### src/rtl/spg_pkg.sv
// Package for the softened point-mass gravity block: sizes, codes, reset values,
// saturation helpers and the request structs of the shared divider and root units.
// Depends on nothing; every other file of the block but spg_if.sv uses it by scoped names.
`default_nettype none

package spg_pkg;

   // Axes that are evaluated and the fraction bits of every Q value.
   localparam int DIMS  = 3;
   localparam int FRAC  = 16;
   // Lane storage is rounded up to the reach of a two-bit axis counter.
   localparam int LANES = 4;

   localparam int DIV_STEPS  = 64;
   localparam int SQRT_STEPS = 32;

   localparam logic [30:0] GM_RESET   = 31'(64'd1 << FRAC);
   localparam logic [30:0] CORE_RESET = 31'(64'd1 << FRAC);
   localparam logic [16:0] STEP_RESET = 17'(((64'd1 << FRAC) + 64'd5) / 64'd10);
   localparam logic [31:0] ONE_Q      = 32'(64'd1 << FRAC);

   // Configuration register indexes.
   localparam logic [2:0] CSR_GM     = 3'd0;
   localparam logic [2:0] CSR_CORE   = 3'd1;
   localparam logic [2:0] CSR_STEP   = 3'd2;
   localparam logic [2:0] CSR_ORIG_X = 3'd3;
   localparam logic [2:0] CSR_ORIG_Y = 3'd4;
   localparam logic [2:0] CSR_ORIG_Z = 3'd5;

   // Request kinds.
   localparam logic REQ_NODE   = 1'b0;
   localparam logic REQ_METRIC = 1'b1;

   localparam logic [3:0] METRIC_ENTRIES = 4'd9;

   typedef struct packed {
      logic        start;
      logic [63:0] hi;
      logic [63:0] lo;
      logic [63:0] den;
   } div_req_type;

   typedef struct packed {
      logic        start;
      logic [63:0] radicand;
   } sqrt_req_type;

   // Clamp a signed value to the 32-bit signed range.
   function automatic logic signed [31:0] sat32(input logic signed [63:0] x);
      logic signed [63:0] hi_lim;
      logic signed [63:0] lo_lim;
      hi_lim = 64'sh0000_0000_7FFF_FFFF;
      lo_lim = -64'sh0000_0000_8000_0000;
      if (x > hi_lim) return 32'sh7FFF_FFFF;
      if (x < lo_lim) return 32'sh8000_0000;
      return 32'(x);
   endfunction

   // Magnitude of a signed 32-bit value; the most negative value maps to 2^31.
   function automatic logic [31:0] abs32(input logic signed [31:0] x);
      if (x[31]) return ~x + 32'd1;
      return x;
   endfunction

endpackage

`default_nettype wire

### src/rtl/spg_sqrt.sv
// Bit-serial integer square root: floor(sqrt(x)) of a 64-bit value, two bits a cycle.
// Uses spg_pkg for the request struct and step count.
`default_nettype none

module spg_sqrt (
   input  wire                      clock,
   input  wire                      reset,
   input  spg_pkg::sqrt_req_type    req,
   output logic                     done,
   output logic [31:0]              root
);

   localparam int CW = $clog2(spg_pkg::SQRT_STEPS);

   logic          busy_ff, busy_in;
   logic          done_ff, done_in;
   logic [CW-1:0] cnt_ff, cnt_in;
   logic [63:0]   rad_ff, rad_in;
   logic [63:0]   res_ff, res_in;
   logic [63:0]   bit_ff, bit_in;
   logic [63:0]   trial;

   // Digit-by-digit root: trial-subtract res+bit, then move bit down two places.
   always_comb begin
      busy_in = busy_ff;
      done_in = 1'b0;
      cnt_in  = cnt_ff;
      rad_in  = rad_ff;
      res_in  = res_ff;
      bit_in  = bit_ff;
      trial   = res_ff + bit_ff;
      if (req.start) begin
         rad_in  = req.radicand;
         res_in  = '0;
         bit_in  = 64'd1 << 62;
         cnt_in  = '0;
         busy_in = 1'b1;
      end else if (busy_ff) begin
         if (rad_ff >= trial) begin
            rad_in = rad_ff - trial;
            res_in = (res_ff >> 1) + bit_ff;
         end else begin
            res_in = res_ff >> 1;
         end
         bit_in = bit_ff >> 2;
         cnt_in = cnt_ff + CW'(1);
         if (cnt_ff == CW'(spg_pkg::SQRT_STEPS - 1)) begin
            busy_in = 1'b0;
            done_in = 1'b1;
         end
      end
   end

   always_ff @(posedge clock) begin
      if (reset) begin
         busy_ff <= 1'b0;
         done_ff <= 1'b0;
      end else begin
         busy_ff <= busy_in;
         done_ff <= done_in;
      end
   end

   always_ff @(posedge clock) begin
      cnt_ff <= cnt_in;
      rad_ff <= rad_in;
      res_ff <= res_in;
      bit_ff <= bit_in;
   end

   assign done = done_ff;
   assign root = res_ff[31:0];

endmodule

`default_nettype wire

### config.mk
export PLATFORM = sky130hd
export DESIGN_NAME = spg_sqrt
export DESIGN_NICKNAME = d
export VERILOG_FILES = /design/src/rtl/spg_pkg.sv /design/src/rtl/spg_sqrt.sv
export SDC_FILE = /design/constraint.sdc
export NUM_CORES = 1
export LEC_CHECK = 0
export BUFFER_PORTS_ARGS = -buffer_cell sky130_fd_sc_hd__buf_4
export CAP_MARGIN = 15
export CORE_ASPECT_RATIO = 0.9
export CORE_MARGIN = 2
export CORE_UTILIZATION = 35
export DETAILED_ROUTE_END_ITERATION = 8
export PLACE_DENSITY = 0.51
export SLEW_MARGIN = 10
export SYNTH_ARGS = -nofsm -noshare
export SYNTH_HDL_FRONTEND = slang
export SYNTH_SLANG_ARGS = --single-unit
### constraint.sdc
create_clock -name clock -period 13.67 [get_ports clock]
set_clock_uncertainty 0.05 [all_clocks]
set_input_delay 0.6835 -clock clock [delete_from_list [all_inputs] [get_ports clock]]
set_output_delay 0.6835 -clock clock [all_outputs]
set_load 0.005 [all_outputs]
Word level (Yosys, flattened, before mapping)
Index checks and enable logic that the tools add are counted.
W data, S select, Z words.
{ "word_totals": {"reg_bits": 167, "inputBits": 67, "output_inout_bits": 33, "elab_cells": 25} }
{ "classes": {"n_addsub": 4, "n_lt_le_gt_ge": 1, "eq_ne": 1, "mux": 8, "n_bitwise": 1, "n_reduce_logical": 4} }
{ "op_table": {"columns": ["cell", "count"], "rows": [
  ["$mux W64", 4],
  ["$add A63 B63 Y64", 1],
  ["$add A64 B63 Y64", 1],
  ["$ge A64 B64 Y1", 1],
  ["$sub A64 B64 Y64", 1],
  ["$add A5 B1 Y5 const B", 1],
  ["$eq A5 B5 Y1 const B", 1],
  ["$mux W1", 4],
  ["$reduce_bool A2 Y1", 2],
  ["$reduce_or A3 Y1", 1],
  ["$reduce_and A2 Y1", 1],
  ["$not A1 Y1", 1]
]} }

Depth between registers and ports, before layout
{ "logic_depth": {"word_depth": 5, "depth_mapped": 27, "ltp_nobuf": 23} }

Worst setup path before layout
No wires, ideal clock.
{ "synth_path": {"path_kind": "register -> register", "start": "register res_ff[4]", "end": "register rad_ff[0] (enable)", "setup_ps": 689, "arrival_ps": 5942, "t_required_ps": 12931, "setup_slack_ps": 6990, "path_stages_with_launch": 24, "path_buffers": 3, "synth_period_minus_slack_ps": 6680, "path_cell_list": "dfxtp_1 -> ha_1 -> a211oi_1 -> a211oi_1 -> a21oi_1 -> o21ai_1 -> a31oi_1 -> o21ai_1 -> a211o_1 -> a21o_1 -> o311ai_0 -> ha_1 -> buf_2 -> a21o_1 -> o21bai_1 -> a211o_1 -> a21oi_1 -> o21ai_1 -> a221o_1 -> or2_1 -> clkbuf_1 -> clkbuf_1 -> nand2_1 -> nand2_1"} }
{ "synth_between": {"elab_chain_len": 4} }
{ "synth_lines": {"columns": ["element", "line_no", "rtl"], "rows": [
  ["start, declared", "spg_sqrt.sv:19", "logic [63:0] res_ff, res_in;"],
  ["start signal, assigned", "spg_sqrt.sv:67", "res_ff <= res_in;"],
  ["$add A64 B63 Y64", "spg_sqrt.sv:31", "trial = res_ff + bit_ff;"],
  ["$ge A64 B64 Y1", "spg_sqrt.sv:39", "if (rad_ff >= trial) begin"],
  ["$reduce_bool A2 Y1 (no line)", null, null],
  ["$reduce_and A2 Y1 (no line)", null, null],
  ["end signal, assigned", "spg_sqrt.sv:66", "rad_ff <= rad_in;"],
  ["end, declared", "spg_sqrt.sv:18", "logic [63:0] rad_ff, rad_in;"]
]} }
Every way passes these cells.
A chain may end at the register's enable or synchronous reset.

Worst setup path in the final report
{ "layout_path": {"start": "register res_ff[2]", "end": "register rad_ff[56] (enable)"} }
Same word-level chain as after synthesis.

==> key figures <==
Synthesis
  – Mapped cell area: 15500 um2
  – Cell taking the most area after synthesis: dfxtp_1
  – Number of flops mapped to enable cells by yosys: 64
  – Synthesized flop and latch total: 167
  – Count leader, synth: nand2_1
  – Mux contribution to synthesized area: 3.51%
  – Compound-Gate Fraction of Synth Area: 26.9%
  – Synth cell types: 80
  – Synth top area share: 13.3%
  – Syn. warnings: 0
  – Top_reg_cell synth: dfxtp_1
  – Simple-gate area share of the yosys netlist: 19.3%
  – Largest family of logic cells by synthesized area: compound AO/OA/AOI/OAI gates
  – Sequential-to-total area share from yosys stat: 25.7%
  – Top cells by count, synth: nand2_1, nor2_1, o21ai_0, a21oi_1, ha_1
  – Async S/R FF share, synth: 0%
  – Post-Syn Nets: 2182
  – Adder and majority gate portion of the synthesized area: 10.8%
  – Syn Inst Count: 1982
  – Top post-synthesis cells by area: dfxtp_1, edfxtp_1, ha_1
  – Average size of a mapped cell: 7.84 um2
  – Post-Synth XOR/XNOR Area: 8.46%

Routing
  – DRC: 0
  – Final WL: 48.6 mm
  – Initial DRT Pass Iterations: 5
  – Vias per cell: 5.64
  – Final ANT Viol Nets: 0
  – Via count: 14500
  – Initial DRC Count: 1182
  – Drt wl/cell: 18.9 um

Min path
  – HP Class: input pin to flop
  – Hold depth: 2
  – Min-delay src: reset

Run status
  – Outcome: complete, no violations

STA
  – Fin crit period: 7990 ps
  – Worst-Margin Slew: 1210 ps
  – Slew Limit Fails: 0
  – Final Hold Vio Count: 0
  – Rel. slew slack: 18.8%
  – F_max: 125 MHz
  – Final period utilization: 58.4%
  – Final WS setup: 5680 ps
  – Endpoints failing setup: 0
  – Setup TNS Final: 0 ps
  – RSZ-0062 raised after global routing: false

Clock network
  – Gates resized, CTS repair: 0
  – Maximum root-to-sink buffer count: 2
  – TritonCTS clock tree: built
  – Clock sinks: 167
  – CTS Hold Bufs: 0
  – H-tree Lvls: 4
  – Worst skew pair latency: 470 ps
  – Clock Pin Slew Worst Setup and Hold Paths: 70 ps
  – Setup bufs post-CTS: 0
  – Clock Tree Root: clkbuf_16
  – Total CTS buffers: 17

Placed design
  – GP Congestion: 0.900
  – Setup WS pre-CTS: 5740 ps
  – Post-DP HPWL: 37.2 mm
  – PortBufs: 99
  – # placed instances: 2544

Worst setup path
  – Crit-path max FO: 50
  – WP data required: 13730 ps
  – Reg2Reg Launch Point: res_ff[2]
  – Crit. End Element: flop
  – Kind of critical path: flop to flop
  – Flop2flop setup slack: 5680 ps
  – Worst setup startpoint: res_ff[2]
  – Setup crit start kind: flop
  – Critical Path AT: 8040 ps
  – Worst r2r path cells: 23

Power and ir drop
  – Leak: 6.52 nW
  – Worst vdd ir: 144 uV
  – Pwr Total: 3.00 mW
  – PwrDens: 177 nW/um2

Cells and area
  – Nets@finish: 2163
  – P&R area growth vs syn: 9.49%
  – Layout cell share with drive strength beyond 1: 9.21%
  – Ant diodes: 0
  – Finished Layout Cells: 2576
  – Final Core Density: 38.6%

GRT
  – Maximum number of pins on one net before global-route repair: 92
  – GR Overflow Total: 0
  – Total Routing Usage GR: 21.2%
  – First-pass GRT wire length: 76.4 mm
  – Vias in the first global route: 13700
  – Number of antenna violations at the first check in global routing: 0

Floorplan
  – Initial Util: 35.3%
  – Core Footprint: 44000 um2
  – DIE HEIGHT: 204 um
  – I/O pins: 100
  – Rows: 73
  – Full die area: 46100 um2
  – Die W: 226 um

Run
  – Max cap viols: 0
## final timing paths
| kind | end |
|---|---|
| setup / recovery | rad_ff[56] |
| hold / removal | busy_ff |
| setup reg to reg | rad_ff[56] |
| hold reg to reg | res_ff[0] |
## state kept, by name (all words and copies together) (netlist names)
name / count
done: 1
cnt_ff: 5
busy_ff: 1
rad_ff: 64
bit_ff: 32
res_ff: 64
## stage by stage
stage	instance area (um2)	hold slack, ps
6_report	17000	322
5_1_grt	17000	315
4_1_cts	17000	295
3_5_place_dp	16400	449
3_3_place_gp	16400	430
2_1_floorplan	15500	417
## layout by cell type (no fill, tap or decap), types with 27 or more instances in the layout
cell type	synthesis	layout
ha_1	132	132
o21ai_0	170	170
edfxtp_1	64	64
nand3_1	35	35
nor2_1	170	170
xnor2_1	77	77
a21oi_1	137	137
xor2_1	73	73
o21a_1	27	27
inv_1	46	46
nand2_1	235	234
nor3_1	36	36
mux2i_1	50	50
dfxtp_1	103	102
o21bai_1	30	30
nand4_1	52	52
a21o_1	36	36
a31oi_1	62	62
buf_4	32	105
## final cells by class
cell class	instances	area [um2]
clock buffer	21	503
clock inverter	11	82.6
fill	4653	27000
inverter	46	173
multi-input combinational	1625	10700
sequential	167	3990
tap	600	751
timing repair buffer	106	800
## where the power goes
part           switching [mW]  internal [mW]  leakage (nW)
registers               0.104          0.670          1.49
clock network           0.231          0.266         0.288
logic                    1.07          0.658          4.74
total                    1.41           1.59          6.52
## logic make-up (layout without fill, tap and decap cells)
family | after synthesis | after routing
buffers and inverters | 190 | 184
DFF | 167 | 167
xor gates and xnor gates | 150 | 150
AOI/OAI and AO/OA | 642 | 642
adders and majority gates | 133 | 133
and+or+nand+nor | 646 | 646
muxes | 54 | 54
## worst max-delay path: stages, from the launching register on
cell	delay, ps
dfxtp_1	390
ha_1	380
nand3_1	130
a211oi_1	560
a21oi_1	260
o21ai_1	470
a31oi_1	320
o21ai_1	380
a211o_1	270
a21o_1	230
a21oi_1	110
xor2_1	200
ha_1	420
and3_1	250
nand4_1	250
o41ai_1	420
a21oi_1	80
o21ai_1	150
a221o_1	230
or2_2	130
buf_4	470
nand2_1	170
nand2_2	670
buf_4	540
## metal layers
metal  up-vias  GRT usage (%)  share of wire (%)
met5         -              0                  0
met4         0           5.43                1.8
met3        40           3.31                4.9
met2       370           32.2                 43
met1      6843           31.1                 50
li1       7276              -                  -
(Power assumes the default switching activity.)
