<file path="config.mk">
export PLATFORM = sky130hd
export DESIGN_NAME = spg_div
export DESIGN_NICKNAME = d
export VERILOG_FILES = /design/src/rtl/spg_pkg.sv /design/src/rtl/spg_div.sv
export SDC_FILE = /design/constraint.sdc
export NUM_CORES = 1
export LEC_CHECK = 0
export BUFFER_PORTS_ARGS = -buffer_cell sky130_fd_sc_hd__buf_4
export CAP_MARGIN = 20
export CORE_ASPECT_RATIO = 1.2
export CORE_MARGIN = 2
export CORE_UTILIZATION = 58
export DETAILED_ROUTE_END_ITERATION = 8
export GPL_TIMING_DRIVEN = 0
export PLACE_DENSITY_LB_ADDON = 0.25
export RECOVER_POWER = 50
export SKIP_LAST_GASP = 1
export SYNTH_ARGS = -nofsm -noshare
export SYNTH_HDL_FRONTEND = slang
export SYNTH_SLANG_ARGS = --single-unit
</file>
<file path="constraint.sdc">
create_clock -name clock -period 18.5 [get_ports clock]
set_input_delay 3.7 -clock clock [delete_from_list [all_inputs] [get_ports clock]]
set_output_delay 3.7 -clock clock [all_outputs]
set_load 0.03 [all_outputs]
</file>
<file path="src/rtl/spg_pkg.sv">
// Package for the softened point-mass gravity block: sizes, codes, reset values,
// saturation helpers and the request structs of the shared divider and root units.
// Depends on nothing; every other file of the block but spg_if.sv uses it by scoped names.
`default_nettype none

package spg_pkg;

   // Axes that are evaluated and the fraction bits of every Q value.
   localparam int DIMS  = 3;
   localparam int FRAC  = 16;
   // Lane storage is rounded up to the reach of a two-bit axis counter.
   localparam int LANES = 4;

   localparam int DIV_STEPS  = 64;
   localparam int SQRT_STEPS = 32;

   localparam logic [30:0] GM_RESET   = 31'(64'd1 << FRAC);
   localparam logic [30:0] CORE_RESET = 31'(64'd1 << FRAC);
   localparam logic [16:0] STEP_RESET = 17'(((64'd1 << FRAC) + 64'd5) / 64'd10);
   localparam logic [31:0] ONE_Q      = 32'(64'd1 << FRAC);

   // Configuration register indexes.
   localparam logic [2:0] CSR_GM     = 3'd0;
   localparam logic [2:0] CSR_CORE   = 3'd1;
   localparam logic [2:0] CSR_STEP   = 3'd2;
   localparam logic [2:0] CSR_ORIG_X = 3'd3;
   localparam logic [2:0] CSR_ORIG_Y = 3'd4;
   localparam logic [2:0] CSR_ORIG_Z = 3'd5;

   // Request kinds.
   localparam logic REQ_NODE   = 1'b0;
   localparam logic REQ_METRIC = 1'b1;

   localparam logic [3:0] METRIC_ENTRIES = 4'd9;

   typedef struct packed {
      logic        start;
      logic [63:0] hi;
      logic [63:0] lo;
      logic [63:0] den;
   } div_req_type;

   typedef struct packed {
      logic        start;
      logic [63:0] radicand;
   } sqrt_req_type;

   // Clamp a signed value to the 32-bit signed range.
   function automatic logic signed [31:0] sat32(input logic signed [63:0] x);
      logic signed [63:0] hi_lim;
      logic signed [63:0] lo_lim;
      hi_lim = 64'sh0000_0000_7FFF_FFFF;
      lo_lim = -64'sh0000_0000_8000_0000;
      if (x > hi_lim) return 32'sh7FFF_FFFF;
      if (x < lo_lim) return 32'sh8000_0000;
      return 32'(x);
   endfunction

   // Magnitude of a signed 32-bit value; the most negative value maps to 2^31.
   function automatic logic [31:0] abs32(input logic signed [31:0] x);
      if (x[31]) return ~x + 32'd1;
      return x;
   endfunction

endpackage

`default_nettype wire

</file>
<file path="src/rtl/spg_div.sv">
// Bit-serial restoring divider: floor({hi,lo} / den), one quotient bit a cycle.
// Saturates to all ones when den is zero or the quotient would not fit in 64 bits. Uses spg_pkg.
`default_nettype none

module spg_div (
   input  wire                      clock,
   input  wire                      reset,
   input  spg_pkg::div_req_type     req,
   output logic                     done,
   output logic [63:0]              quot
);

   localparam int CW = $clog2(spg_pkg::DIV_STEPS);

   logic          busy_ff, busy_in;
   logic          done_ff, done_in;
   logic [CW-1:0] cnt_ff, cnt_in;
   logic [63:0]   rem_ff, rem_in;
   logic [63:0]   num_ff, num_in;
   logic [63:0]   den_ff, den_in;
   logic [63:0]   quot_ff, quot_in;
   logic [64:0]   shifted;
   logic          take;

   // One step of long division: bring down the next numerator bit and trial-subtract.
   always_comb begin
      busy_in = busy_ff;
      done_in = 1'b0;
      cnt_in  = cnt_ff;
      rem_in  = rem_ff;
      num_in  = num_ff;
      den_in  = den_ff;
      quot_in = quot_ff;
      shifted = {rem_ff, num_ff[63]};
      take    = (shifted >= {1'b0, den_ff});
      if (req.start) begin
         if ((req.den == 64'd0) || (req.hi >= req.den)) begin
            quot_in = '1;
            done_in = 1'b1;
            busy_in = 1'b0;
         end else begin
            rem_in  = req.hi;
            num_in  = req.lo;
            den_in  = req.den;
            quot_in = '0;
            cnt_in  = '0;
            busy_in = 1'b1;
         end
      end else if (busy_ff) begin
         rem_in  = take ? 64'(shifted - {1'b0, den_ff}) : shifted[63:0];
         num_in  = {num_ff[62:0], 1'b0};
         quot_in = {quot_ff[62:0], take};
         cnt_in  = cnt_ff + CW'(1);
         if (cnt_ff == CW'(spg_pkg::DIV_STEPS - 1)) begin
            busy_in = 1'b0;
            done_in = 1'b1;
         end
      end
   end

   always_ff @(posedge clock) begin
      if (reset) begin
         busy_ff <= 1'b0;
         done_ff <= 1'b0;
      end else begin
         busy_ff <= busy_in;
         done_ff <= done_in;
      end
   end

   always_ff @(posedge clock) begin
      cnt_ff  <= cnt_in;
      rem_ff  <= rem_in;
      num_ff  <= num_in;
      den_ff  <= den_in;
      quot_ff <= quot_in;
   end

   assign done = done_ff;
   assign quot = quot_ff;

endmodule

`default_nettype wire

</file>
# Word level (Yosys, flattened, before mapping)
# Index checks and enable logic that the tools add are counted.
[totals] romBits=0 reg_bits=264 ram_bits=0 out_inout_bits=65 n_memories=0 latch_bits=0 wordCells=40 inputBits=195
[classes] muxes=21 order_cmp=2 n_mul=0 shift=0 n_reduce_logical=5 n_div=0 n_bitwise=1 n_eq_ne=2 addsub=2
[op_table] operator="$mux 64" n=10
[op_table] operator="$ge 65x64->1" n=1
[op_table] operator="$ge 64x64->1" n=1
[op_table] operator="$logic_not 64->1" n=1
[op_table] operator="$sub 64x64->64" n=1
[op_table] operator="$mux 6" n=3
[op_table] operator="$mux 1" n=8
[op_table] operator="$add 6x1->6 const B" n=1
[op_table] operator="$eq 6x6->1 const B" n=1
[op_table] operator="$reduce_and 2->1" n=2
[op_table] operator="$ne 2x2->1 const B" n=1
[op_table] operator="$reduce_bool 2->1" n=1
[op_table] operator="$logic_or 1x1->1" n=1
[op_table] operator="$not 1->1" n=1

# Logic depth before layout (Yosys ltp)
[logic_depth] depth_word=4 mapped_depth=14

# Worst setup path before layout
# OpenSTA, ideal clock, no wires.
[synth_path] kind="input -> register" startpoint="in req[192] (netlist bit)" endpoint="reg cnt_ff[0], enable pin" stages=4 n_path_buf=3 t_required_ps=17688 arrival_ps=13722 setup_ps=812 path_slack_ps=3966 path_cell_list="clkbuf_1 -> clkbuf_1 -> clkbuf_1 -> o21ai_0"
[synth_between] elab_chain_len=2 elab_cells_between_ends=3
[synth_lines] element="start, declared" line_no="spg_div.sv:8" rtl="input spg_pkg::div_req_type req,"
[synth_lines] element="$ne 2x2->1 (no line) / $reduce_bool 2->1 (equally long branches)"
[synth_lines] element="$reduce_and 2->1 (no line) (*)"
[synth_lines] element="end signal, assigned" line_no="spg_div.sv:72" rtl="cnt_ff <= cnt_in;"
[synth_lines] element="end, declared" line_no="spg_div.sv:17" rtl="logic [CW-1:0] cnt_ff, cnt_in;"
# Mark *: on every way between the ends. The rest lies on a longest branch, timed or not.
# A chain may end at the register's enable or synchronous reset.

# Worst setup path after layout
[layout_path] startpoint="in req[25] (netlist bit)" endpoint="reg num_ff[9], enable pin"
[layout_between] elab_chain_len=4 elab_cells_between_ends=5
[layout_lines] element="$ge 64x64->1 / $logic_not 64->1 (equally long branches)" line_no="spg_div.sv:37" rtl="if ((req.den == 64'd0) || (req.hi >= req.den)) begin"
[layout_lines] element="$logic_or 1x1->1 (*)" line_no="spg_div.sv:37"
[layout_lines] element="$ne 2x2->1 (no line) (*)"
[layout_lines] element="$reduce_and 2->1 (no line) (*)"
[layout_lines] element="end signal, assigned" line_no="spg_div.sv:74" rtl="num_ff <= num_in;"
[layout_lines] element="end, declared" line_no="spg_div.sv:19" rtl="logic [63:0] num_ff, num_in;"
# Marked as above.

==> key figures <==
CTS
  • CTS HTree Levels: 1
  • Clk_lat worst skew: 0.56 ns
  • CTS tree: done
  • Post-CTS Setup Bufs: 0
  • Post-cts gate resize count: 0
  • Clk slew on worst S/H paths: 0.06 ns
  • Clock sink count: 264
  • Number of CTS-inserted buffers: 27
  • Hold buffer count at cts: 0
  • Clock root cell: clkbuf_16
  • CTS max path bufs: 3

Pwr
  • Switching Share: 0.348
  • VDD IR max: 0.0000842 V
  • Internal: 1.32 mW
  • Pwr/cell area: 103 nW/um2
  • Comb power frac: 0.347
  • Power share of the clock group: 0.263
  • Leakage: 8.06 nW
  • Sequential power share: 0.390
  • NetSw: 0.707 mW

Global route
  • Total track usage: 0.315
  • Largest net degree at the start of global routing: 44
  • Via count of the first global-routing pass: 14.1k
  • First-pass GRT wire length: 74800 um
  • Initial antenna violation count: 3
  • Gr ovfl total: 0

Synthesis
  • Area share of the largest cell type after synthesis: 0.471
  • Largest cells by area after synthesis: edfxtp_1 47%, ha_1 9.7%, mux2_2 4.3%, a21oi_1 3.6%, inv_1 3.3%
  • Post-synth EDFFs: 262
  • Syn. warnings: 0
  • Seq cells post-synth: 264
  • Asr flop ratio synth: 0
  • Synth Flop Type: edfxtp_1
  • Syn Std Cell Area: 16700 um2
  • Syn Nets: 1926
  • Sequential area share after synthesis: 0.473
  • Avg Inst Size Synth: 10.4 um2
  • Distinct cells, synth: 81
  • Cell taking the most area after synthesis: edfxtp_1
  • Mapped Cells: 1601

STA
  • Final worst path period need: 7.76 ns
  • Setup TNS: 0 ns
  • RSZ-0062 raised after global routing: no
  • Setup Skew: 0.00878 ns
  • Fin Hold WS: 0.504 ns
  • FMAX: 129 MHz
  • Actual slew at the worst max-slew pin: 2.22 ns
  • Setup violations, final: 0
  • Slew Viols, Final: 44
  • Final worst path period share: 0.420
  • Endpoints failing hold: 0
  • Slew headroom: -0.478

Layout
  • Post-route cell area: 19600 um2
  • Layout fillers: 2318
  • Share of post-route cells with drive strength above 1: 0.155
  • Final #Nets: 2221
  • FF+latch area: 7910 um2
  • Syn-to-layout area delta: 17.6%
  • Area of the multi-input gates: 7920 um2

Floorplan
  • Io pins: 260
  • Core area: 28600 um2
  • Initial core utilization: 0.584
  • DIE AREA: 30200 um2
  • Die height: 190 um
  • Die X: 159 um
  • Row Count: 68

Placement
  • IO Port Bufs: 259
  • RePlAce Congestion: 0.958
  • Area post-placement: 19300 um2
  • Hpwl dp: 37100 um

Flow run
  • # Max-Cap Violations: 1

Drt
  • Via density: 6.02
  • Initial DRC count: 1038
  • Drt wl/cell: 21.0 um
  • DR DRC count: 0
  • DRT Wirelength: 48500 um
  • Post-route ant nets: 0
  • Vias: 13.9k
  • First drt pass iteration count: 7

Critical path
  • Crit path kind: in2reg
  • Worst setup SP type: input pin
  • Max incr delay on CP: 0.43 ns
  • Worst EP arrival: 8.03 ns
  • CP startpoint: req[25]
  • R2r setup slk: 14.75 ns
  • Worst EP required: 18.77 ns
  • Crit. End Element: register
  • R2R Path Start: num_ff[63]
  • CP most frequent cell: a21o_1
  • Slowest CP cell: a21oi_1
  • Critical-path cell list: clkbuf_1 > inv_1 > ha_1 > a21o_1 > a21o_1 > a21o_1 > a21o_1 > a21oi_1 > o2111ai_1 > a21oi_1 > o21ai_1 > buf_2 > buf_1 > o21ai_4 > buf_16 > buf_12 > buf_16
  • Worst Reg-to-Reg Cells: 13
  • Crit path to: num_ff[9]
  • Worst Path Max Fanout: 26
  • Worst R2R End: rem_ff[62]

Outcome
  • Failing checks: capacitance limit, slew limit
  • Outcome: finished, violations left

Hold path
  • Hold Path Class: reg2reg
[Yosys cell counts, types with 22 or more instances]
master / n
a31oi_1: 39
inv_1: 149
nand4_1: 41
a21o_1: 42
o21a_1: 68
mux2_2: 64
nor2_1: 101
xnor2_1: 33
a21oi_1: 119
clkbuf_1: 37
edfxtp_1: 262
nor4_1: 24
o21ai_0: 54
nand2_1: 137
buf_2: 22
ha_1: 129
nor3_1: 22
[worst max-delay path, delay by kind of cell]
family | cells | cell delay, ns
buffers and inverters | 7 | 1.41
adder cells (fa/ha/maj) | 1 | 0.34
AO/OA/AOI/OAI | 9 | 2.54
[how the worst min path moves through the flow]
stage | startpoint | to | slack (ns) | cells after the start
after global routing | busy_ff | busy_ff | 0.54 | 2
after floorplan | busy_ff | busy_ff | 0.47 | 2
final | busy_ff | busy_ff | 0.50 | 2
after detailed placement | busy_ff | busy_ff | 0.50 | 2
after global placement | busy_ff | busy_ff | 0.49 | 2
after CTS | busy_ff | busy_ff | 0.51 | 2
[per-stage QoR]
stage	setup slack (ns)	utilization	std cells	power (mW)
2_1_floorplan	3.97	-	1601	1.30
3_3_place_gp	-0.979	0.669	2245	1.50
3_5_place_dp	10.28	0.675	2252	1.51
4_1_cts	10.83	0.704	2302	2.04
5_1_grt	10.61	0.687	2305	2.13
6_report	10.74	0.687	2305	2.03
[kinds of logic (layout without fill, tap and decap cells)]
group	Yosys count	count (layout)	share of synthesized area
AOI/OAI and AO/OA	438	438	0.174
adders and majority gates	130	130	0.0978
buffers and inverters	219	535	0.0534
DFF	264	264	0.473
xor gates and xnor gates	50	50	0.0262
other	0	3	0
muxes	75	75	0.0497
and+or+nand+nor	425	425	0.125
[layout by cell type, fill, tap and decap left out, types with 22 or more instances in the layout]
cell type	n
ha_1	129
clkbuf_1	175
o21a_1	68
o21ai_0	53
nor3_1	22
edfxtp_1	262
xnor2_1	33
inv_1	148
a21o_1	42
nor4_1	24
a31oi_1	39
buf_2	22
nand2_1	137
clkbuf_16	27
a21oi_1	119
nor2_1	101
buf_4	134
mux2_2	62
nand4_1	41
[final cells by class]
type                       count  share of cell area
timing repair buffer         266              0.0814
tap                          385              0.0245
buffer                        70              0.0169
clock buffer                  35              0.0359
antenna                        3            0.000382
inverter                     149              0.0285
sequential                   264               0.403
multi-input combinational   1118               0.403
clock inverter                15             0.00688
[state kept, by name, summed over array words and instances, names as in the netlist]
name	cells
busy_ff	1
num_ff	64
rem_ff	64
quot	64
done	1
cnt_ff	6
den_ff	64
[per-layer routing]
metal | wire [um] | track usage | part of all wire
met1 | 18600 | 0.370 | 0.38
met2 | 23700 | 0.556 | 0.49
met3 | 3710 | 0.0645 | 0.077
met4 | 2380 | 0.146 | 0.049
met5 | 0 | 0 | 0
[power by group through the flow]
stage               clock [mW]  sequential, mW  combinational (mW)
finish                   0.533           0.792               0.704
global route             0.563           0.799               0.766
CTS                      0.540           0.791               0.713
detailed placement           0           0.802               0.707
global placement             0           0.819               0.684
floorplan                    0           0.840               0.455
No activity file was read; power rests on OpenSTA's default activity.
